`src/hw/rtl/lta_pkg.sv`:
```
// Shared types and constants for the lottery arbiter.
package lta_pkg;

  localparam int KIND_W   = 3;
  localparam int ENTRY_W  = 4;
  localparam int AMOUNT_W = 16;
  localparam int RAND_W   = 32;
  localparam int WINNER_W = 4;
  localparam int DIV_CNT_W = $clog2(RAND_W);

  typedef enum logic [KIND_W-1:0] {
    OP_ATTACH    = 3'd0,
    OP_RELEASE   = 3'd1,
    OP_SET_READY = 3'd2,
    OP_TRANSFER  = 3'd3,
    OP_DRAW      = 3'd4
  } op_e_t;

  typedef enum logic [3:0] {
    ST_IDLE,
    ST_DECODE,
    ST_XFER_SRC,
    ST_XFER_DST,
    ST_SUM,
    ST_SUM_END,
    ST_CHECK,
    ST_DIV,
    ST_PICK,
    ST_PICK_END,
    ST_DONE
  } state_t;

  typedef struct packed {
    logic load;
    logic apply;
    logic xfer_rd;
    logic xfer_src;
    logic xfer_dst;
    logic walk_start;
    logic walk_rd;
    logic pick;
    logic div_init;
    logic div_step;
    logic res_load;
  } cmd_t;

  typedef struct packed {
    logic [KIND_W-1:0] kind;
    logic              xfer_ok;
    logic              walk_last;
    logic              total_zero;
    logic              div_last;
    logic              res_busy;
  } sts_t;

endpackage

```
`src/hw/rtl/lottery_arbiter_top.sv`:
```
// Lottery arbiter top level: sequencer plus datapath.
// Attach, release, set ready, unused kinds and refused transfers go from decode to the
// result; a transfer writes source then destination; a draw makes two table walks around
// a 32-step remainder unit, or one walk when no ticket is eligible. One word in flight:
// the next is taken the cycle after the result is loaded, even while it waits on rsp_ready.
// Reset (synchronous, rst high) clears all valid and ready marks, so the table reads as empty.
module lottery_arbiter_top #(
  parameter int ENTRIES     = 16,
  parameter int TICKET_BITS = 16
) (
  input  logic                         clk,
  input  logic                         rst,
  input  logic                         req_valid,
  output logic                         req_ready,
  input  logic [lta_pkg::KIND_W-1:0]   kind,
  input  logic [lta_pkg::ENTRY_W-1:0]  entry,
  input  logic [lta_pkg::ENTRY_W-1:0]  other_entry,
  input  logic [lta_pkg::AMOUNT_W-1:0] amount,
  input  logic                         use_default,
  input  logic                         ready_flag,
  input  logic [lta_pkg::RAND_W-1:0]   random_value,
  output logic                         rsp_valid,
  input  logic                         rsp_ready,
  output logic                         granted,
  output logic [lta_pkg::WINNER_W-1:0] winner,
  output logic [lta_pkg::AMOUNT_W-1:0] moved
);

  lta_pkg::cmd_t cmd;
  lta_pkg::sts_t sts;

  lta_ctrl u_ctrl (
    .clk       (clk),
    .rst       (rst),
    .req_valid (req_valid),
    .req_ready (req_ready),
    .sts       (sts),
    .cmd       (cmd)
  );

  lta_dp #(
    .ENTRIES     (ENTRIES),
    .TICKET_BITS (TICKET_BITS)
  ) u_dp (
    .clk          (clk),
    .rst          (rst),
    .kind         (kind),
    .entry        (entry),
    .other_entry  (other_entry),
    .amount       (amount),
    .use_default  (use_default),
    .ready_flag   (ready_flag),
    .random_value (random_value),
    .cmd          (cmd),
    .sts          (sts),
    .rsp_valid    (rsp_valid),
    .rsp_ready    (rsp_ready),
    .granted      (granted),
    .winner       (winner),
    .moved        (moved)
  );

endmodule

```
`src/hw/rtl/lta_ctrl.sv`:
```
// Sequencer for the lottery arbiter: decodes each word and steps the datapath.
module lta_ctrl (
  input  logic          clk,
  input  logic          rst,
  input  logic          req_valid,
  output logic          req_ready,
  input  lta_pkg::sts_t sts,
  output lta_pkg::cmd_t cmd
);

  lta_pkg::state_t state;
  lta_pkg::state_t state_next;

  always_ff @(posedge clk) begin
    if (rst) begin
      state <= lta_pkg::ST_IDLE;
    end else begin
      state <= state_next;
    end
  end

  always_comb begin
    state_next = state;
    unique case (state)
      lta_pkg::ST_IDLE: begin
        if (req_valid) state_next = lta_pkg::ST_DECODE;
      end
      lta_pkg::ST_DECODE: begin
        unique case (sts.kind)
          lta_pkg::OP_TRANSFER: begin
            state_next = sts.xfer_ok ? lta_pkg::ST_XFER_SRC : lta_pkg::ST_DONE;
          end
          lta_pkg::OP_DRAW: state_next = lta_pkg::ST_SUM;
          default:          state_next = lta_pkg::ST_DONE;
        endcase
      end
      lta_pkg::ST_XFER_SRC: state_next = lta_pkg::ST_XFER_DST;
      lta_pkg::ST_XFER_DST: state_next = lta_pkg::ST_DONE;
      lta_pkg::ST_SUM: begin
        if (sts.walk_last) state_next = lta_pkg::ST_SUM_END;
      end
      lta_pkg::ST_SUM_END: state_next = lta_pkg::ST_CHECK;
      lta_pkg::ST_CHECK: begin
        state_next = sts.total_zero ? lta_pkg::ST_DONE : lta_pkg::ST_DIV;
      end
      lta_pkg::ST_DIV: begin
        if (sts.div_last) state_next = lta_pkg::ST_PICK;
      end
      lta_pkg::ST_PICK: begin
        if (sts.walk_last) state_next = lta_pkg::ST_PICK_END;
      end
      lta_pkg::ST_PICK_END: state_next = lta_pkg::ST_DONE;
      lta_pkg::ST_DONE: begin
        if (!sts.res_busy) state_next = lta_pkg::ST_IDLE;
      end
      default: state_next = lta_pkg::ST_IDLE;
    endcase
  end

  always_comb begin
    cmd       = '0;
    req_ready = 1'b0;
    unique case (state)
      lta_pkg::ST_IDLE: begin
        req_ready = 1'b1;
        cmd.load  = req_valid;
      end
      lta_pkg::ST_DECODE: begin
        unique case (sts.kind)
          lta_pkg::OP_ATTACH, lta_pkg::OP_RELEASE, lta_pkg::OP_SET_READY: begin
            cmd.apply = 1'b1;
          end
          lta_pkg::OP_TRANSFER: cmd.xfer_rd    = sts.xfer_ok;
          lta_pkg::OP_DRAW:     cmd.walk_start = 1'b1;
          default: ;
        endcase
      end
      lta_pkg::ST_XFER_SRC: cmd.xfer_src = 1'b1;
      lta_pkg::ST_XFER_DST: cmd.xfer_dst = 1'b1;
      lta_pkg::ST_SUM:      cmd.walk_rd  = 1'b1;
      lta_pkg::ST_CHECK: begin
        cmd.walk_start = 1'b1;
        cmd.div_init   = 1'b1;
      end
      lta_pkg::ST_DIV: cmd.div_step = 1'b1;
      lta_pkg::ST_PICK: begin
        cmd.walk_rd = 1'b1;
        cmd.pick    = 1'b1;
      end
      lta_pkg::ST_DONE: cmd.res_load = !sts.res_busy;
      default: ;
    endcase
  end

endmodule

```
`src/hw/rtl/lta_dp.sv`:
```
// Datapath: ticket table, entry marks, walk accumulator, divider and result register.
module lta_dp #(
  parameter int ENTRIES     = 16,
  parameter int TICKET_BITS = 16
) (
  input  logic                           clk,
  input  logic                           rst,
  input  logic [lta_pkg::KIND_W-1:0]     kind,
  input  logic [lta_pkg::ENTRY_W-1:0]    entry,
  input  logic [lta_pkg::ENTRY_W-1:0]    other_entry,
  input  logic [lta_pkg::AMOUNT_W-1:0]   amount,
  input  logic                           use_default,
  input  logic                           ready_flag,
  input  logic [lta_pkg::RAND_W-1:0]     random_value,
  input  lta_pkg::cmd_t                  cmd,
  output lta_pkg::sts_t                  sts,
  output logic                           rsp_valid,
  input  logic                           rsp_ready,
  output logic                           granted,
  output logic [lta_pkg::WINNER_W-1:0]   winner,
  output logic [lta_pkg::AMOUNT_W-1:0]   moved
);

  localparam int IDX_W = $clog2(ENTRIES);
  localparam int TOT_W = TICKET_BITS + IDX_W;
  localparam logic [TICKET_BITS-1:0] TMAX = '1;

  // latched word
  logic [lta_pkg::KIND_W-1:0]   kind_q;
  logic [lta_pkg::ENTRY_W-1:0]  e_q;
  logic [lta_pkg::ENTRY_W-1:0]  o_q;
  logic [lta_pkg::AMOUNT_W-1:0] amount_q;
  logic                         use_def_q;
  logic                         rdy_q;

  logic [IDX_W-1:0] e_idx;
  logic [IDX_W-1:0] o_idx;
  logic             e_ok;
  logic             o_ok;

  // ticket table and marks
  logic [TICKET_BITS-1:0] cnt_mem [ENTRIES];
  logic [ENTRIES-1:0]     valid_r;
  logic [ENTRIES-1:0]     ready_r;
  logic                   wr_en;
  logic [IDX_W-1:0]       wr_addr;
  logic [TICKET_BITS-1:0] wr_data;
  logic                   rd_en;
  logic [IDX_W-1:0]       rd_a_addr;
  logic [TICKET_BITS-1:0] rd_a_data;
  logic [TICKET_BITS-1:0] rd_b_data;

  // transfer
  logic [31:0]                  n32;
  logic [TICKET_BITS-1:0]       attach_cnt;
  logic [lta_pkg::AMOUNT_W-1:0] take;
  logic [TICKET_BITS-1:0]       src_new;
  logic [TICKET_BITS-1:0]       src_new_q;
  logic [lta_pkg::AMOUNT_W-1:0] moved_q;
  logic [TICKET_BITS-1:0]       dst_base;
  logic [TICKET_BITS:0]         dst_sum;
  logic [TICKET_BITS-1:0]       dst_new;

  // walk
  logic [IDX_W-1:0] walk_idx;
  logic             pipe_vld;
  logic             pipe_pick;
  logic [IDX_W-1:0] pipe_idx;
  logic             elig;
  logic [TOT_W-1:0] acc;
  logic [TOT_W-1:0] acc_sum;
  logic             found;
  logic             hit;
  logic [IDX_W-1:0] win_idx;

  // divider
  logic [TOT_W-1:0]              total;
  logic [TOT_W-1:0]              rem;
  logic [TOT_W:0]                r2;
  logic [lta_pkg::RAND_W-1:0]    dvd;
  logic [lta_pkg::DIV_CNT_W-1:0] div_cnt;

  always_ff @(posedge clk) begin
    if (cmd.load) begin
      kind_q    <= kind;
      e_q       <= entry;
      o_q       <= other_entry;
      amount_q  <= amount;
      use_def_q <= use_default;
      rdy_q     <= ready_flag;
      dvd       <= random_value;
    end else if (cmd.div_step) begin
      dvd <= dvd << 1;
    end
  end

  assign e_idx = IDX_W'(e_q);
  assign o_idx = IDX_W'(o_q);
  assign e_ok  = 32'(e_q) < ENTRIES;
  assign o_ok  = 32'(o_q) < ENTRIES;

  // attach count, saturated to the ticket width
  assign n32        = use_def_q ? 32'd1 : 32'(amount_q);
  assign attach_cnt = (n32 > 32'(TMAX)) ? TMAX : TICKET_BITS'(n32);

  assign take    = (32'(amount_q) > 32'(rd_a_data)) ? lta_pkg::AMOUNT_W'(rd_a_data) : amount_q;
  assign src_new = rd_a_data - TICKET_BITS'(take);
  // a self transfer must add back onto the freshly lowered count
  assign dst_base = (o_q == e_q) ? src_new_q : rd_b_data;
  assign dst_sum  = {1'b0, dst_base} + (TICKET_BITS + 1)'(moved_q);
  assign dst_new  = dst_sum[TICKET_BITS] ? TMAX : dst_sum[TICKET_BITS-1:0];

  always_comb begin
    wr_en   = 1'b0;
    wr_addr = e_idx;
    wr_data = '0;
    if (cmd.apply && e_ok) begin
      case (kind_q)
        lta_pkg::OP_ATTACH: begin
          wr_en   = 1'b1;
          wr_data = attach_cnt;
        end
        lta_pkg::OP_RELEASE: wr_en = 1'b1;
        default: ;
      endcase
    end
    if (cmd.xfer_src) begin
      wr_en   = 1'b1;
      wr_data = src_new;
    end
    if (cmd.xfer_dst) begin
      wr_en   = 1'b1;
      wr_addr = o_idx;
      wr_data = dst_new;
    end
  end

  assign rd_en     = cmd.xfer_rd | cmd.walk_rd;
  assign rd_a_addr = cmd.walk_rd ? walk_idx : e_idx;

  always_ff @(posedge clk) begin
    if (wr_en) cnt_mem[wr_addr] <= wr_data;
    if (rd_en) begin
      rd_a_data <= cnt_mem[rd_a_addr];
      rd_b_data <= cnt_mem[o_idx];
    end
  end

  always_ff @(posedge clk) begin
    if (rst) begin
      valid_r <= '0;
      ready_r <= '0;
    end else if (cmd.apply && e_ok) begin
      case (kind_q)
        lta_pkg::OP_ATTACH:    valid_r[e_idx] <= 1'b1;
        lta_pkg::OP_RELEASE: begin
          valid_r[e_idx] <= 1'b0;
          ready_r[e_idx] <= 1'b0;
        end
        lta_pkg::OP_SET_READY: ready_r[e_idx] <= rdy_q;
        default: ;
      endcase
    end
  end

  always_ff @(posedge clk) begin
    if (cmd.load) begin
      moved_q <= '0;
    end else if (cmd.xfer_src) begin
      moved_q   <= take;
      src_new_q <= src_new;
    end
  end

  // walk: read issued one cycle, counted the next
  assign elig    = pipe_vld && valid_r[pipe_idx] && ready_r[pipe_idx];
  assign acc_sum = acc + (elig ? TOT_W'(rd_a_data) : '0);
  assign hit     = elig && pipe_pick && !found && (acc_sum > rem);

  always_ff @(posedge clk) begin
    if (rst) begin
      pipe_vld <= 1'b0;
    end else begin
      pipe_vld <= cmd.walk_rd;
    end
  end

  always_ff @(posedge clk) begin
    pipe_pick <= cmd.pick;
    pipe_idx  <= walk_idx;
    if (cmd.walk_start) begin
      walk_idx <= '0;
      acc      <= '0;
    end else begin
      if (cmd.walk_rd) walk_idx <= walk_idx + 1'b1;
      if (pipe_vld)    acc      <= acc_sum;
    end
    if (cmd.load) begin
      found   <= 1'b0;
      win_idx <= '0;
    end else if (hit) begin
      found   <= 1'b1;
      win_idx <= pipe_idx;
    end
  end

  // restoring remainder, one dividend bit per step
  assign r2 = {rem, dvd[lta_pkg::RAND_W-1]};

  always_ff @(posedge clk) begin
    if (cmd.div_init) begin
      total   <= acc;
      rem     <= '0;
      div_cnt <= '0;
    end else if (cmd.div_step) begin
      if (r2 >= {1'b0, total}) begin
        rem <= TOT_W'(r2 - {1'b0, total});
      end else begin
        rem <= r2[TOT_W-1:0];
      end
      div_cnt <= div_cnt + 1'b1;
    end
  end

  // result word register
  always_ff @(posedge clk) begin
    if (rst) begin
      rsp_valid <= 1'b0;
    end else if (cmd.res_load) begin
      rsp_valid <= 1'b1;
    end else if (rsp_ready) begin
      rsp_valid <= 1'b0;
    end
  end

  always_ff @(posedge clk) begin
    if (cmd.res_load) begin
      granted <= found;
      winner  <= lta_pkg::WINNER_W'(win_idx);
      moved   <= moved_q;
    end
  end

  always_comb begin
    sts            = '0;
    sts.kind       = kind_q;
    sts.xfer_ok    = e_ok && o_ok && (amount_q != '0) && valid_r[e_idx] && valid_r[o_idx];
    sts.walk_last  = walk_idx == IDX_W'(ENTRIES - 1);
    sts.total_zero = acc == '0;
    sts.div_last   = div_cnt == '1;
    sts.res_busy   = rsp_valid && !rsp_ready;
  end

endmodule
```
`config.mk`:
```
export PLATFORM = sky130hd
export DESIGN_NAME = lottery_arbiter_top
export DESIGN_NICKNAME = d
export VERILOG_FILES = /design/src/hw/rtl/lta_pkg.sv /design/src/hw/rtl/lottery_arbiter_top.sv /design/src/hw/rtl/lta_ctrl.sv /design/src/hw/rtl/lta_dp.sv
export SDC_FILE = /design/constraint.sdc
export NUM_CORES = 1
export LEC_CHECK = 0
export BUFFER_PORTS_ARGS = -buffer_cell sky130_fd_sc_hd__buf_2
export CAP_MARGIN = 40
export CORE_ASPECT_RATIO = 1.75
export CORE_MARGIN = 2
export CORE_UTILIZATION = 31
export DETAILED_ROUTE_END_ITERATION = 8
export GPL_ROUTABILITY_DRIVEN = 0
export PLACE_DENSITY = 0.58
export SYNTH_ARGS = -nofsm -noshare
export SYNTH_HDL_FRONTEND = slang
export SYNTH_SLANG_ARGS = --single-unit
```
`constraint.sdc`:
```
create_clock -name clk -period 13.8 [get_ports clk]
set_clock_uncertainty 0.2 [all_clocks]
set_input_delay 1.38 -clock clk [delete_from_list [all_inputs] [get_ports clk]]
set_output_delay 1.38 -clock clk [all_outputs]
set_load 0.05 [all_outputs]
```
## After elaboration in Yosys (flattened, before gate mapping)

Memory sizes are Yosys's and may differ from the RTL's. A register that Yosys moved wholly into a read port is not among the register bits.
Index checks and enable logic that the tools add are counted.

- Add/sub/neg operators: 6
- Magnitude comparators: 8
- Eq/ne operators: 22
- Multiplexer cells: 59
- Bitwise gates (word level): 6
- Reduce and logical (&&, ||, !) cells: 28

Operators with widths:

| kind | count |
|---|---|
| 16-bit 2-to-1 mux | 10 |
| 32-bit 2-to-1 mux | 2 |
| 16-bit one-hot mux with 2 select lines | 2 |
| 4-bit one-hot mux with 10 select lines | 1 |
| 4-bit 2-to-1 mux | 9 |
| 16-bit bitwise AND | 2 |
| 32-bit by 16-bit > comparator with 1-bit output (second input constant) | 1 |
| 1-bit 2-to-1 mux | 25 |
| 21-bit by 20-bit greater-or-equal comparator with 1-bit output | 1 |
| 20-bit adder | 1 |
| 20-bit > comparator | 1 |
| 20-bit logical NOT | 1 |
| 20-bit 2-to-1 mux | 1 |
| 20-bit subtractor | 1 |
| 16-bit by 16-bit adder with 17-bit output | 1 |
| 1-bit binary-select mux with 4-bit select | 4 |
| 16-bit bitwise mux | 1 |
| 4-bit by 3-bit equality test with 1-bit output (second input constant) | 4 |
| 4-bit equality test (second input constant) | 4 |
| 16-bit > comparator | 1 |
| 16-bit inverter | 1 |
| 16-bit OR | 1 |
| 16-bit nonzero test | 1 |
| 16-bit subtractor | 1 |
| 27 further kinds | 52 |

- Register bits after elaboration: 231
- RAM bits: 256
- Input port bits: 65
- Output and inout bits: 23
- Word-level logic and storage cells: 156
- Memories: 1

Memory list:

| memory | words | width | read ports | clocked after Yosys merged registers in | write ports | RTL line | RTL |
|---|---|---|---|---|---|---|---|
| u_dp.cnt_mem | 16 | 16 | 2 | 2 | 1 | lta_dp.sv:42 | `logic [TICKET_BITS-1:0] cnt_mem [ENTRIES];` |

## Depth between registers and ports, before layout

Gate-level depths: netlist of the first run.

- Depth after elaboration: 11
- Mapped depth: 24
- Depth with buffers taken out: 22

## By module

A second synthesis of the first run with hierarchy kept.

- Cells, all modules: 1,998
- Area, all modules: 26,656.8 µm²

Modules (own cells, without submodules):

| module | instances | cells each | area each (µm²) | sequential area each (µm²) |
|---|---|---|---|---|
| lta_dp | 1 | 1,939 | 26,223.9 | 14,373.8 |
| lta_ctrl | 1 | 59 | 432.9 | 80.1 |

## Worst setup path before layout of the first run

Ideal clock, no wire load.

- Path kind: flip-flop to flip-flop
- Start: register u_dp.o_q (netlist bit u_dp.o_idx[0])
- End: memory u_dp.cnt_mem[0][10], data pin
- Library setup time: 0.330 ns
- Arrival: 4.667 ns
- Data required time: 13.270 ns
- Path slack: 8.604 ns
- Stages on the path, launching flop included: 18
- Buffers on the path: 4
- Clock period less this slack: 5.196 ns
- Path through: edfxtp_1 clkbuf_1 clkbuf_1 xnor2_1 nand4_1 clkbuf_1 mux2_2 ha_1 fa_1 a211oi_1 nor2_1 o31a_1 o2111ai_1 a31oi_1 o21a_1 nor3_1 clkbuf_1 a21oi_1

- Longest elaborated chain between the ends: 5

RTL lines:

| item | RTL line | RTL |
|---|---|---|
| from (decl) | lta_dp.sv:31 | `logic [lta_pkg::ENTRY_W-1:0] o_q;` |
| from (signal assigned) | lta_dp.sv:87 | `o_q <= other_entry;` |
| 4-bit equality test | lta_dp.sv:109 | `assign dst_base = (o_q == e_q) ? src_new_q : rd_b_data;` |
| 16-bit 2-to-1 mux | lta_dp.sv:109 |  |
| 16-bit by 16-bit adder with 17-bit output | lta_dp.sv:110 | `assign dst_sum = {1'b0, dst_base} + (TICKET_BITS + 1)'(moved_q);` |
| 16-bit 2-to-1 mux | lta_dp.sv:111 | `assign dst_new = dst_sum[TICKET_BITS] ? TMAX : dst_sum[TICKET_BITS-1:0];` |
| 16-bit 2-to-1 mux | lta_dp.sv:131 | `if (cmd.xfer_dst) begin` |
| via u_dp.wr_data[10] | lta_dp.sv:47 | `logic [TICKET_BITS-1:0] wr_data;` |
| to (decl) | lta_dp.sv:42 |  |

The timed path passes the listed nets, and every way through them passes these cells.

## Final worst setup path of the first run

- Start: register u_dp.pipe_idx[0]
- End: register u_dp.win_idx[1]

- Longest elaborated chain between the ends: 8
- Elaborated cells on any way between the ends: 12
- Those cells by class: 1 x add/sub; 1 x order compare; 5 x mux; 5 x reduce/logical

RTL lines:

| item | RTL line | RTL |
|---|---|---|
| from (decl) | lta_dp.sv:68 | `logic [IDX_W-1:0] pipe_idx;` |
| from (signal assigned) | lta_dp.sv:190 | `pipe_idx <= walk_idx;` |
| 1-bit binary-select mux with 4-bit select | lta_dp.sv:176 | `assign elig = pipe_vld && valid_r[pipe_idx] && ready_r[pipe_idx];` |
| 1-bit 2-to-1 mux (implied by the code) | lta_dp.sv:176 |  |
| 1-bit logical AND | lta_dp.sv:176 |  |
| 1-bit logical AND (*) | lta_dp.sv:176 |  |
| 16-bit 2-to-1 mux (*) | lta_dp.sv:177 | `assign acc_sum = acc + (elig ? TOT_W'(rd_a_data) : '0);` |
| 20-bit adder (*) | lta_dp.sv:177 |  |
| via u_dp.acc_sum[17] | lta_dp.sv:71 | `logic [TOT_W-1:0] acc_sum;` |
| 20-bit > comparator (*) | lta_dp.sv:178 | `assign hit = elig && pipe_pick && !found && (acc_sum > rem);` |
| 1-bit logical AND (*) | lta_dp.sv:178 |  |
| to (signal assigned) | lta_dp.sv:203 | `win_idx <= pipe_idx;` |
| to (decl) | lta_dp.sv:74 | `logic [IDX_W-1:0] win_idx;` |

Mark *: on every way through the listed nets, which the timed path passes. The rest lies on a longest branch. The select of a mux whose other input is x is not followed.
A chain may end at the register's enable or synchronous reset.

==> results.sh, run 1 <==
export IMPL_final_nets=2330
export IMPL_vias_per_cell=5.39
export IMPL_cap_viol_max_count=0
export IMPL_pre_cts_ws_ps=7770
export IMPL_fp_row_count=142
export IMPL_htree_levels=2
export IMPL_worstPathMaxFanout=17
export IMPL_core_sq_um=85600
export IMPL_critPathMostFrequentCell="o21ai_0"
export IMPL_final_area_sq_um=30500
export IMPL_critPathKind="flip-flop to flip-flop"
export IMPL_antenna_found_initial=0
export IMPL_drt_initial_drc_count=1307
export IMPL_synth_cell_types=72
export IMPL_diodes=0
export IMPL_powerDensity_nw_per_um2=208
export IMPL_cp_cell_sequence="o21ai_0 > mux4_2 > o211a_1 > and2_1 > ha_1 > o21ai_0 > o21ai_0 > a211oi_1 > o31ai_1 > a21oi_1 > nand2b_1 > xnor2_1 > ha_1 > nand4_1 > nor4_1 > a21o_1 > a211oi_1 > nor2_1 > mux2i_1"
export IMPL_drcViolationCount=0
export IMPL_yosysWarnings=0
export IMPL_timing_final_ws_setup_ps=7780
export IMPL_clk_insertion_delay_late_ps=620
export IMPL_ys_seq_elements=519
export IMPL_die_h_um=393
export IMPL_setup_violations=0
export IMPL_path_clk_slew_ps=60
export IMPL_synth_main_ff_cell="edfxtp_1"
export IMPL_dp_hpwl_um=52900
export IMPL_async_flop_share_pct=0
export IMPL_drtAntennaViolNets=0
export IMPL_cts_root_buffer_cell="clkbuf_16"
export IMPL_num_vias=18034
export IMPL_syn_to_final_growth_pct=13.9
export IMPL_fin_crit_sh_pct=43.6
export IMPL_cp_start_kind="flip-flop"
export IMPL_synth_area_sq_um=26800
export IMPL_syn_nets=2230
export IMPL_status="completed"
export IMPL_cts_max_path_buffers=3
export IMPL_hold_viol=0
export IMPL_fmax_mhz=166
export IMPL_layout_common_cells="406 x edfxtp_1, 209 x nand2_1, 135 x nor2_1, 128 x a21oi_1, 113 x dfxtp_1"
export IMPL_grt_max_degree=60
export IMPL_finalMaxSlewViolations=0
export IMPL_gr_total_overflow=0
export IMPL_start_util_pct=31.3
export IMPL_grt_pass1_wl_um=111000
export IMPL_cts_setup_buffers=0
export IMPL_min_period_ps=6020
export IMPL_wl_per_cell_um=22.4
export IMPL_ctsResizeCount=0
export IMPL_crit_required_ps=14120
export IMPL_cts_sinks=519
export IMPL_layout_drive_gt1_share_pct=18.0
export IMPL_die_area_sq_um=88900
export IMPL_ios=88
export IMPL_io_buffers=87
export IMPL_dr_pass1_iters=5
export IMPL_ctsHoldBuffers=0
export IMPL_p_total_mw=6.36
export IMPL_tns_ps=0
export IMPL_crit_arrival_ps=6340
export IMPL_rsz0062_at_grt="no"
export IMPL_cts_made_buffers=49
export IMPL_syn_area_per_cell_sq_um=13.0
export IMPL_grt_pass1_vias=18331
export IMPL_cp_top_family="compound AO/OA/AOI/OAI gates"
export IMPL_min_path_type="flip-flop to flip-flop"
export IMPL_worst_slew_pin_slew_ps=955
export IMPL_routed_wl_um=74900
export IMPL_final_common_cell="edfxtp_1"
export IMPL_synth_edf_count=406
export IMPL_worstSetupEndpointType="flip-flop"
export IMPL_crit_buf_inv=0
export IMPL_peakVddDrop_mv=0.105
export IMPL_slowest_delay_ps=530
export IMPL_max_slew_margin_pct=36.4
export IMPL_syn_inst=2055
export IMPL_slowest_stage="dfxtp_1"
export IMPL_placed_area_sq_um=28800
export IMPL_die_w_um=226
export IMPL_yosysSeqAreaShare_pct=53.9
export IMPL_grt_usage_pct=16.6
export IMPL_n_fill_cell=8256
export IMPL_cts_tree="yes"
export IMPL_leakage_nw=11.1
[final timing paths]
kind / start / slack [ps] / depth (start not counted) / to
max reg2reg: u_dp.pipe_idx[0] / 7780 / 19 / u_dp.win_idx[1]
min reg2reg: u_dp.win_idx[3] / 240 / 0 / u_dp.winner[3]
min: u_dp.win_idx[3] / 240 / 0 / u_dp.winner[3]
max: u_dp.pipe_idx[0] / 7780 / 19 / u_dp.win_idx[1]
[cells in the mapped netlist, drive strengths merged (4+ instances only)]
master	instances	area share, %
edfxtp	406	45
nand2	211	3.0
mux4	155	14
nor2	153	2.2
a21oi	129	2.4
dfxtp	113	8.4
ha	106	4.9
a211oi	90	2.5
inv	79	1.1
clkbuf	69	1.2
o21ai	46	0.86
nor3	39	0.73
and2	38	0.90
xnor2	36	1.2
buf	33	1.1
a31oi	32	0.75
mux2i	29	1.1
xor2	29	0.95
a21o	27	0.76
nand3	23	0.43
nand4	18	0.42
mux2	16	0.67
nor4	16	0.43
nor2b	15	0.35
a221oi	13	0.42
and3	13	0.31
o21a	13	0.36
nand2b	12	0.28
or2	10	0.23
or3	8	0.19
o211ai	6	0.17
o31ai	6	0.17
a22oi	5	0.14
o21bai	5	0.14
o31a	5	0.16
a211o	4	0.13
a21boi	4	0.11
fa	4	0.30
o2111ai	4	0.13
[where the power goes]
group | internal (mW) | switching, mW
logic | 1.03 | 1.56
clock network | 0.774 | 0.618
registers | 2.16 | 0.214
total | 3.96 | 2.40
[final cells by class]
cell class | count | area (sq um) | share of cell area (%)
multi-input combinational | 1355 | 11600 | 38.0
sequential | 519 | 14500 | 47.3
inverter | 79 | 298 | 0.975
clock buffer | 61 | 1310 | 4.29
timing repair buffer | 151 | 1100 | 3.60
clock inverter | 31 | 324 | 1.06
tap | 1152 | 1440 | 4.72
[per-layer routing]
metal / global-route usage, % / up-vias / wire length, um
li1: - / 8143 / -
met1: 18.1 / 9108 / 27300
met2: 31.2 / 619 / 40100
met3: 1.99 / 164 / 3730
met4: 8.60 / 0 / 3850
met5: 0 / - / 0
[stage by stage]
step	hold slack [ps]	cells	util, %
CTS	247	3335	35.5
global route	245	3348	35.7
global placement	237	3223	33.2
detailed placement	239	3243	33.6
finish	239	3348	35.7
floorplan	186	2055	-
[registers in the layout, summed over array words and instances (netlist names), 4 cells and up, named ones only]
signal,count
u_ctrl.state,4
u_dp.acc,20
u_dp.amount_q,16
u_dp.cnt_mem,256
u_dp.div_cnt,5
u_dp.dvd,32
u_dp.e_idx,4
u_dp.moved,16
u_dp.moved_q,16
u_dp.o_idx,4
u_dp.pipe_idx,4
u_dp.rd_a_data,16
u_dp.rd_b_data,16
u_dp.ready_r,16
u_dp.rem,20
u_dp.src_new_q,16
u_dp.total,20
u_dp.walk_idx,4
u_dp.win_idx,4
u_dp.winner,4
[cell families after synthesis]
group | count (synthesis) | share of synthesized area [%]
simple gates | 568 | 9.76
buf+inv | 181 | 3.40
mux | 200 | 15.5
flops | 519 | 53.9
fa+ha+maj | 110 | 5.25
compound gates | 412 | 10.0
xor+xnor | 65 | 2.12
No activity file was read; power rests on OpenSTA's default activity.
==> run 2: changes to the inputs <==
ABC_AREA = 1   (was default)
PLACE_DENSITY = 0.57   (was 0.58)
clock period = 5.8 ns   (was 13.8 ns; I/O delays follow)
==> results.sh, run 2 <==
export IMPL_timing_final_ws_setup_ps=524
export IMPL_path_clk_slew_ps=70
export IMPL_syn_inst=3334
export IMPL_gr_total_overflow=0
export IMPL_rr_worst_depth=29
export IMPL_slowest_stage="dfxtp_1"
export IMPL_syn_nets=3509
export IMPL_vias_per_cell=5.14
export IMPL_cts_tree="yes"
export IMPL_yosys_area_top_type="edfxtp_1"
export IMPL_rsz0062_at_grt="no"
export IMPL_peakVddDrop_mv=0.308
export IMPL_fp_row_count=147
export IMPL_drt_initial_drc_count=1703
export IMPL_antenna_found_initial=3
export IMPL_core_sq_um=91400
export IMPL_regMostFlops="u_dp.cnt_mem"
export IMPL_yosysSeqAreaShare_pct=50.7
export IMPL_ios=88
export IMPL_drcViolationCount=0
export IMPL_die_area_sq_um=94600
export IMPL_min_path_type="input port to flip-flop"
export IMPL_largestRegisters="u_dp.cnt_mem: 256 flops, u_dp.dvd: 32 flops"
export IMPL_layout_drive_gt1_share_pct=8.40
export IMPL_layout_common_cells="638 x nand2_1, 425 x inv_1, 406 x edfxtp_1, 302 x a21oi_1, 268 x o21ai_0"
export IMPL_dp_hpwl_um=66000
export IMPL_synth_area_sq_um=28500
export IMPL_routed_wl_um=92900
export IMPL_fin_crit_sh_pct=91.0
export IMPL_wl_per_cell_um=20.0
export IMPL_finalMaxSlewViolations=0
export IMPL_multi_input_area_sq_um=11900
export IMPL_async_flop_share_pct=0
export IMPL_hold_viol=0
export IMPL_io_buffers=87
export IMPL_grtUsageMet2_pct=36.5
export IMPL_synth_common_cells="639 x nand2_1, 429 x inv_1, 406 x edfxtp_1"
export IMPL_fin_util_pct=35.6
export IMPL_cap_viol_max_count=0
export IMPL_crit_arrival_ps=5580
export IMPL_cts_max_path_buffers=3
export IMPL_drtAntennaViolNets=0
export IMPL_cp_start_kind="flip-flop"
export IMPL_synth_most_common_cell="nand2_1"
export IMPL_min_period_ps=5280
export IMPL_post_place_cells=4525
export IMPL_die_h_um=405
export IMPL_use_met3_pct=2.62
export IMPL_powerDensity_nw_per_um2=466
export IMPL_r2r_end="u_dp.win_idx[2]"
export IMPL_regToRegSetupSlack_ps=520
export IMPL_r2r_start="u_dp.pipe_idx[1]"
export IMPL_pre_cts_ws_ps=542
export IMPL_max_slew_margin_pct=39.7
export IMPL_worst_slew_pin_slew_ps=902
export IMPL_cts_root_buffer_cell="clkbuf_16"
export IMPL_grt_pass1_wl_um=139000
export IMPL_synth_cell_types=44
export IMPL_synth_top_area_share_pct=42.7
export IMPL_fmax_mhz=190
export IMPL_status="completed"
export IMPL_dr_pass1_iters=5
export IMPL_grt_max_degree=174
export IMPL_synth_main_ff_cell="edfxtp_1"
export IMPL_start_util_pct=31.2
export IMPL_largest_register_ffs=256
export IMPL_final_common_cell="nand2_1"
export IMPL_grt_met1_usage_pct=19.5
export IMPL_top_usage_layer="met2"
export IMPL_critPathKind="flip-flop to flip-flop"
export IMPL_setup_violations=0
export IMPL_worstPathMaxFanout=10
export IMPL_num_vias=23884
export IMPL_syn_area_per_cell_sq_um=8.56
export IMPL_regArea_sq_um=14500
export IMPL_cts_made_buffers=50
export IMPL_synth_area_leaders="edfxtp_1 43%, nand2_1 8.4%, dfxtp_1 7.9%, inv_1 5.6%, a21oi_1 5.3%"
export IMPL_htree_levels=2
export IMPL_fin_cells=4646
export IMPL_slowest_delay_ps=480
export IMPL_final_nets=3587
export IMPL_crit_required_ps=6100
export IMPL_die_w_um=233
export IMPL_yosysWarnings=0
export IMPL_worstHoldStart="amount[8]"
export IMPL_n_fill_cell=9284
export IMPL_hold_ws_ps=29.3
export IMPL_tns_ps=0
export IMPL_worstSetupEndpointType="flip-flop"
export IMPL_leakage_nw=13.3
export IMPL_cts_sinks=519
export IMPL_syn_to_final_growth_pct=14.2
export IMPL_ys_seq_elements=519
export IMPL_synth_edf_count=406
export IMPL_grt_pass1_vias=23394
export IMPL_hold_depth=1
export IMPL_clk_insertion_delay_late_ps=610
export IMPL_holdPathEnd="u_dp.amount_q[8]"
export IMPL_grt_usage_pct=19.4
-- run 2: changes by cell type in the layout (fill, tap and decap cells not counted), moves of 45 or more --
cell | previous run | this run
a21oi_1 | 128 | 302
nand3_1 | 23 | 262
o21ai_0 | 46 | 268
mux4_1 | 45 | 0
mux4_2 | 102 | 0
inv_1 | 77 | 425
a211oi_1 | 90 | 1
nor2_1 | 135 | 253
nand2_1 | 209 | 638
o211ai_1 | 6 | 109
-- run 2: final cells by class --
type | count | area share (%)
Clock inverter | 35 | 1.13
Timing Repair Buffer | 179 | 4.38
Inverter | 437 | 5.05
Multi-Input combinational cell | 2225 | 36.5
Clock buffer | 58 | 4.02
Sequential cell | 519 | 44.4
Antenna cell | 1 | 0.00768
Tap cell | 1192 | 4.58
-- run 2: worst max path at each step --
stage,start,end,cells past startpoint
4_1_cts,u_dp.pipe_idx[1],u_dp.win_idx[2],29
3_3_place_gp,u_dp.pipe_idx[1],u_dp.win_idx[3],29
2_1_floorplan,u_dp.pipe_idx[1],u_dp.win_idx[0],29
3_5_place_dp,u_dp.pipe_idx[1],u_dp.win_idx[3],29
6_report,u_dp.pipe_idx[1],u_dp.win_idx[2],29
5_1_grt,u_dp.pipe_idx[1],u_dp.win_idx[1],29
-- run 2: critical path, delay by kind of cell (launching register included) --
kind	cells	cell delay, ps
DFF	1	480
AOI/OAI and AO/OA	2	250
adders and majority gates	2	660
and+or+nand+nor	19	2650
buffers and inverters	6	910
-- run 2: stage by stage --
step	cell area, sq um	total power [mW]
2_1_floorplan	28500	9.50
3_3_place_gp	30400	11.6
3_5_place_dp	30600	11.8
4_1_cts	32600	15.2
5_1_grt	32600	16.1
6_report	32600	15.2
-- run 2: where the power goes --
part / internal (mW) / leakage, nW / switching (mW)
Sequential: 5.00 / 4.68 / 0.378
Clock: 1.90 / 0.807 / 1.49
Combinational: 1.93 / 7.79 / 4.47
Total: 8.84 / 13.3 / 6.34
-- run 2: cells by family (layout without fill, tap and decap cells) --
family	Yosys count	after routing	share of synthesized area (%)
xor gates and xnor gates	42	42	1.29
muxes	16	16	0.632
adders and majority gates	110	110	4.93
DFF	519	519	50.7
other	0	1	0
and+or+nand+nor	1273	1273	18.7
AOI/OAI and AO/OA	784	784	15.7
buffers and inverters	590	709	8.08
-- run 2: per-layer routing --
metal,wire length (um),vias to the layer above
met1,32900,11301
met4,7120,2
met2,48800,741
li1,-,11550
met3,4040,290
met5,13,-
-- run 2: repair_timing --
item / 4_1_cts / 5_1_grt
endpoints found under the hold margin: 27 / 0
setup endpoints to repair: 0 / 1
buffers inserted: 0 / 0
resized for setup: 0 / 1
hold buffers: 27 / 0
==> run 3: changes to the inputs <==
CORE_MARGIN = default   (was 2)
SYNTH_HIERARCHICAL = 1   (was default)
==> results.sh, run 3 <==
export IMPL_crit_start="u_dp/pipe_idx[1]"
export IMPL_drtAntennaViolNets=0
export IMPL_largestRegisters="u_dp/cnt_mem: 256 flops, u_dp/dvd: 32 flops"
export IMPL_worst_path_stages=24
export IMPL_cts_max_path_buffers=3
export IMPL_p_comb_share_pct=41.1
export IMPL_r2r_start="u_dp/pipe_idx[1]"
export IMPL_synth_common_cells="489 x nand2_1, 406 x edfxtp_1, 405 x inv_1"
export IMPL_fin_cells=4545
export IMPL_cp_start_kind="flip-flop"
export IMPL_gr_total_overflow=0
export IMPL_async_flop_share_pct=0
export IMPL_cts_root_buffer_cell="clkbuf_16"
export IMPL_peakVddDrop_mv=0.307
export IMPL_cts_tree="yes"
export IMPL_switching_share_pct=41.4
export IMPL_antenna_found_initial=4
export IMPL_synth_most_common_cell="nand2_1"
export IMPL_die_w_um=231
export IMPL_final_nets=3496
export IMPL_synth_area_sq_um=28400
export IMPL_layout_drive_gt1_share_pct=10.2
export IMPL_syn_inst=3232
export IMPL_crit_required_ps=6110
export IMPL_drcViolationCount=0
export IMPL_dp_hpwl_um=64400
export IMPL_die_h_um=402
export IMPL_fmax_mhz=191
export IMPL_core_sq_um=90600
export IMPL_io_buffers=87
export IMPL_finalMaxSlewViolations=0
export IMPL_endpoint="u_dp/win_idx[3]"
export IMPL_rsz0062_at_grt="no"
export IMPL_layout_common_cells="489 x nand2_1, 406 x edfxtp_1, 404 x inv_1, 347 x o21ai_0, 292 x a21oi_1"
export IMPL_cap_viol_max_count=0
export IMPL_vias_per_cell=5.20
export IMPL_synth_cell_types=65
export IMPL_yosysSeqAreaShare_pct=50.9
export IMPL_synth_main_ff_cell="edfxtp_1"
export IMPL_r2r_end="u_dp/win_idx[3]"
export IMPL_leakage_nw=13.0
export IMPL_post_place_cells=4415
export IMPL_synth_area_leaders="edfxtp_1 43%, dfxtp_1 8.0%, nand2_1 6.5%, o21ai_0 6.1%, inv_1 5.4%"
export IMPL_worstHoldStart="random_value[5]"
export IMPL_largest_register_ffs=256
export IMPL_grt_usage_pct=19.6
export IMPL_grt_pass1_wl_um=139000
export IMPL_rr_worst_depth=24
export IMPL_num_vias=23646
export IMPL_syn_area_per_cell_sq_um=8.78
export IMPL_worst_slew_pin_slew_ps=920
export IMPL_worstSetupEndpointType="flip-flop"
export IMPL_power_switching_mw=6.31
export IMPL_cp_top_family="simple AND/OR/NAND/NOR gates"
export IMPL_slowest_delay_ps=540
export IMPL_worstPathMaxFanout=16
export IMPL_clk_insertion_delay_late_ps=640
export IMPL_crit_buf_inv=3
export IMPL_regMostFlops="u_dp/cnt_mem"
export IMPL_regToRegSetupSlack_ps=560
export IMPL_htree_levels=2
export IMPL_n_fill_cell=9346
export IMPL_routed_wl_um=92300
export IMPL_synth_edf_count=406
export IMPL_slowest_stage="dfxtp_1"
export IMPL_p_int_mw=8.94
export IMPL_powerDensity_nw_per_um2=467
export IMPL_wl_per_cell_um=20.3
export IMPL_die_area_sq_um=92800
export IMPL_tns_ps=0
export IMPL_ios=88
export IMPL_fin_crit_sh_pct=90.3
export IMPL_start_util_pct=31.3
export IMPL_setup_violations=0
export IMPL_path_clk_slew_ps=70
export IMPL_grt_max_degree=178
export IMPL_max_slew_margin_pct=38.7
export IMPL_hold_ws_ps=25.3
export IMPL_grt_pass1_vias=23489
export IMPL_dr_pass1_iters=5
export IMPL_yosys_area_top_type="edfxtp_1"
export IMPL_ys_seq_elements=519
export IMPL_syn_nets=3407
export IMPL_status="completed"
export IMPL_cts_made_buffers=51
export IMPL_final_common_cell="nand2_1"
export IMPL_min_path_type="input port to flip-flop"
export IMPL_min_period_ps=5240
export IMPL_crit_arrival_ps=5550
export IMPL_synth_top_area_share_pct=43.0
export IMPL_syn_to_final_growth_pct=15.0
export IMPL_cp_cell_sequence="inv_2 > nand2_1 > nand2_1 > a21oi_1 > nand2_1 > a31oi_2 > inv_2 > nor2_1 > ha_1 > a21oi_1 > nand2_1 > a21oi_1 > nand3_1 > xor2_1 > ha_1 > nand2_1 > nor2_1 > nand4_1 > nor3_2 > a31oi_1 > nand3_2 > clkinv_1 > nor2_1 > nor2_1"
export IMPL_fp_row_count=146
export IMPL_hold_viol=0
export IMPL_pwr_share_seq_pct=35.4
export IMPL_drt_initial_drc_count=1883
export IMPL_critPathKind="flip-flop to flip-flop"
export IMPL_cts_setup_buffers=0
export IMPL_yosysWarnings=6
export IMPL_cts_sinks=519
export IMPL_clockPowerShare_pct=23.5
export IMPL_critPathMostFrequentCell="nand2_1"
run 3: cell types whose count changed after synthesis, moves of 18 or more:
cell and delta:
o211ai_1 -40, nor2_1 +30, o21ai_0 +79, o21ai_1 +20
inv_1 -24, nand3_1 -84, nand2_1 -150, o221ai_1 +18
buf_2 +27, o21bai_1 -20
run 3: power by group through the flow:
stage          Clock (mW)  Sequential [mW]  Combinational (mW)
2_1_floorplan           0             5.32                4.18
3_3_place_gp            0             5.47                6.04
3_5_place_dp            0             5.47                6.19
4_1_cts              3.66             5.40                6.24
5_1_grt              3.78             5.44                6.91
6_report             3.59             5.40                6.26
run 3: how the worst min path moves through the flow:
stage                             endpoint  slack, ps  cells past startpoint
after floorplan           u_dp/pipe_idx[1]        170                      0
after global placement    u_dp/pipe_idx[0]        190                      0
after detailed placement  u_dp/pipe_idx[0]        190                      0
after CTS                      u_dp/dvd[5]        0.2                      3
after global routing      u_dp/amount_q[7]        0.2                      1
final                          u_dp/dvd[5]         30                      3
run 3: repair_timing:
action                                 4_1_cts  5_1_grt
setup endpoints to repair                    0        4
hold buffers                                37        0
endpoints found under the hold margin       37        0
resized for setup                            0        1
run 3: final cells by class:
cell class | instances | area (sq um) | share of cell area (%)
antenna | 2 | 5.00 | 0.0153
timing repair buffer | 192 | 1540 | 4.72
clock inverter | 31 | 395 | 1.21
clock buffer | 60 | 1360 | 4.17
inverter | 420 | 1580 | 4.83
multi-input combinational | 2137 | 11800 | 36.2
tap | 1184 | 1480 | 4.54
sequential | 519 | 14500 | 44.3
run 3: logic make-up (layout without fill, tap and decap cells):
group,Yosys count,count (layout),synth area share (%)
AOI/OAI and AO/OA,875,875,17.6
xor gates and xnor gates,53,53,1.64
adders and majority gates,110,110,4.96
buffers and inverters,576,703,7.95
DFF,519,519,50.9
muxes,16,16,0.635
other,0,2,0
and+or+nand+nor,1083,1083,16.3
run 3: worst register-to-register path, stage by stage, from the launching register on:
cell	delay, ps
dfxtp_1	540
inv_2	140
nand2_1	90
nand2_1	80
a21oi_1	130
nand2_1	80
a31oi_2	340
inv_2	220
nor2_1	300
ha_1	360
a21oi_1	290
nand2_1	160
a21oi_1	190
nand3_1	110
xor2_1	180
ha_1	310
nand2_1	50
nor2_1	190
nand4_1	190
nor3_2	380
a31oi_1	160
nand3_2	150
clkinv_1	130
nor2_1	100
nor2_1	50
run 3: per-layer routing:
| layer | vias to the layer above | wire length [um] | global-route usage, % |
|---|---|---|---|
| li1 | 11341 | - | - |
| met4 | 0 | 7090 | 14.0 |
| met3 | 305 | 4020 | 2.30 |
| met1 | 11198 | 33000 | 20.3 |
| met2 | 802 | 48200 | 36.4 |
| met5 | - | 0 | 0 |
run 3: metrics by stage:
stage	setup slack (ps)	power [mW]	utilization [%]	instance area, sq um
floorplan	1050	9.50	-	28400
global placement	230	11.5	33.3	30100
detailed placement	285	11.7	33.6	30500
CTS	261	15.3	36.0	32600
global route	116	16.1	36.0	32600
finish	561	15.2	36.0	32600
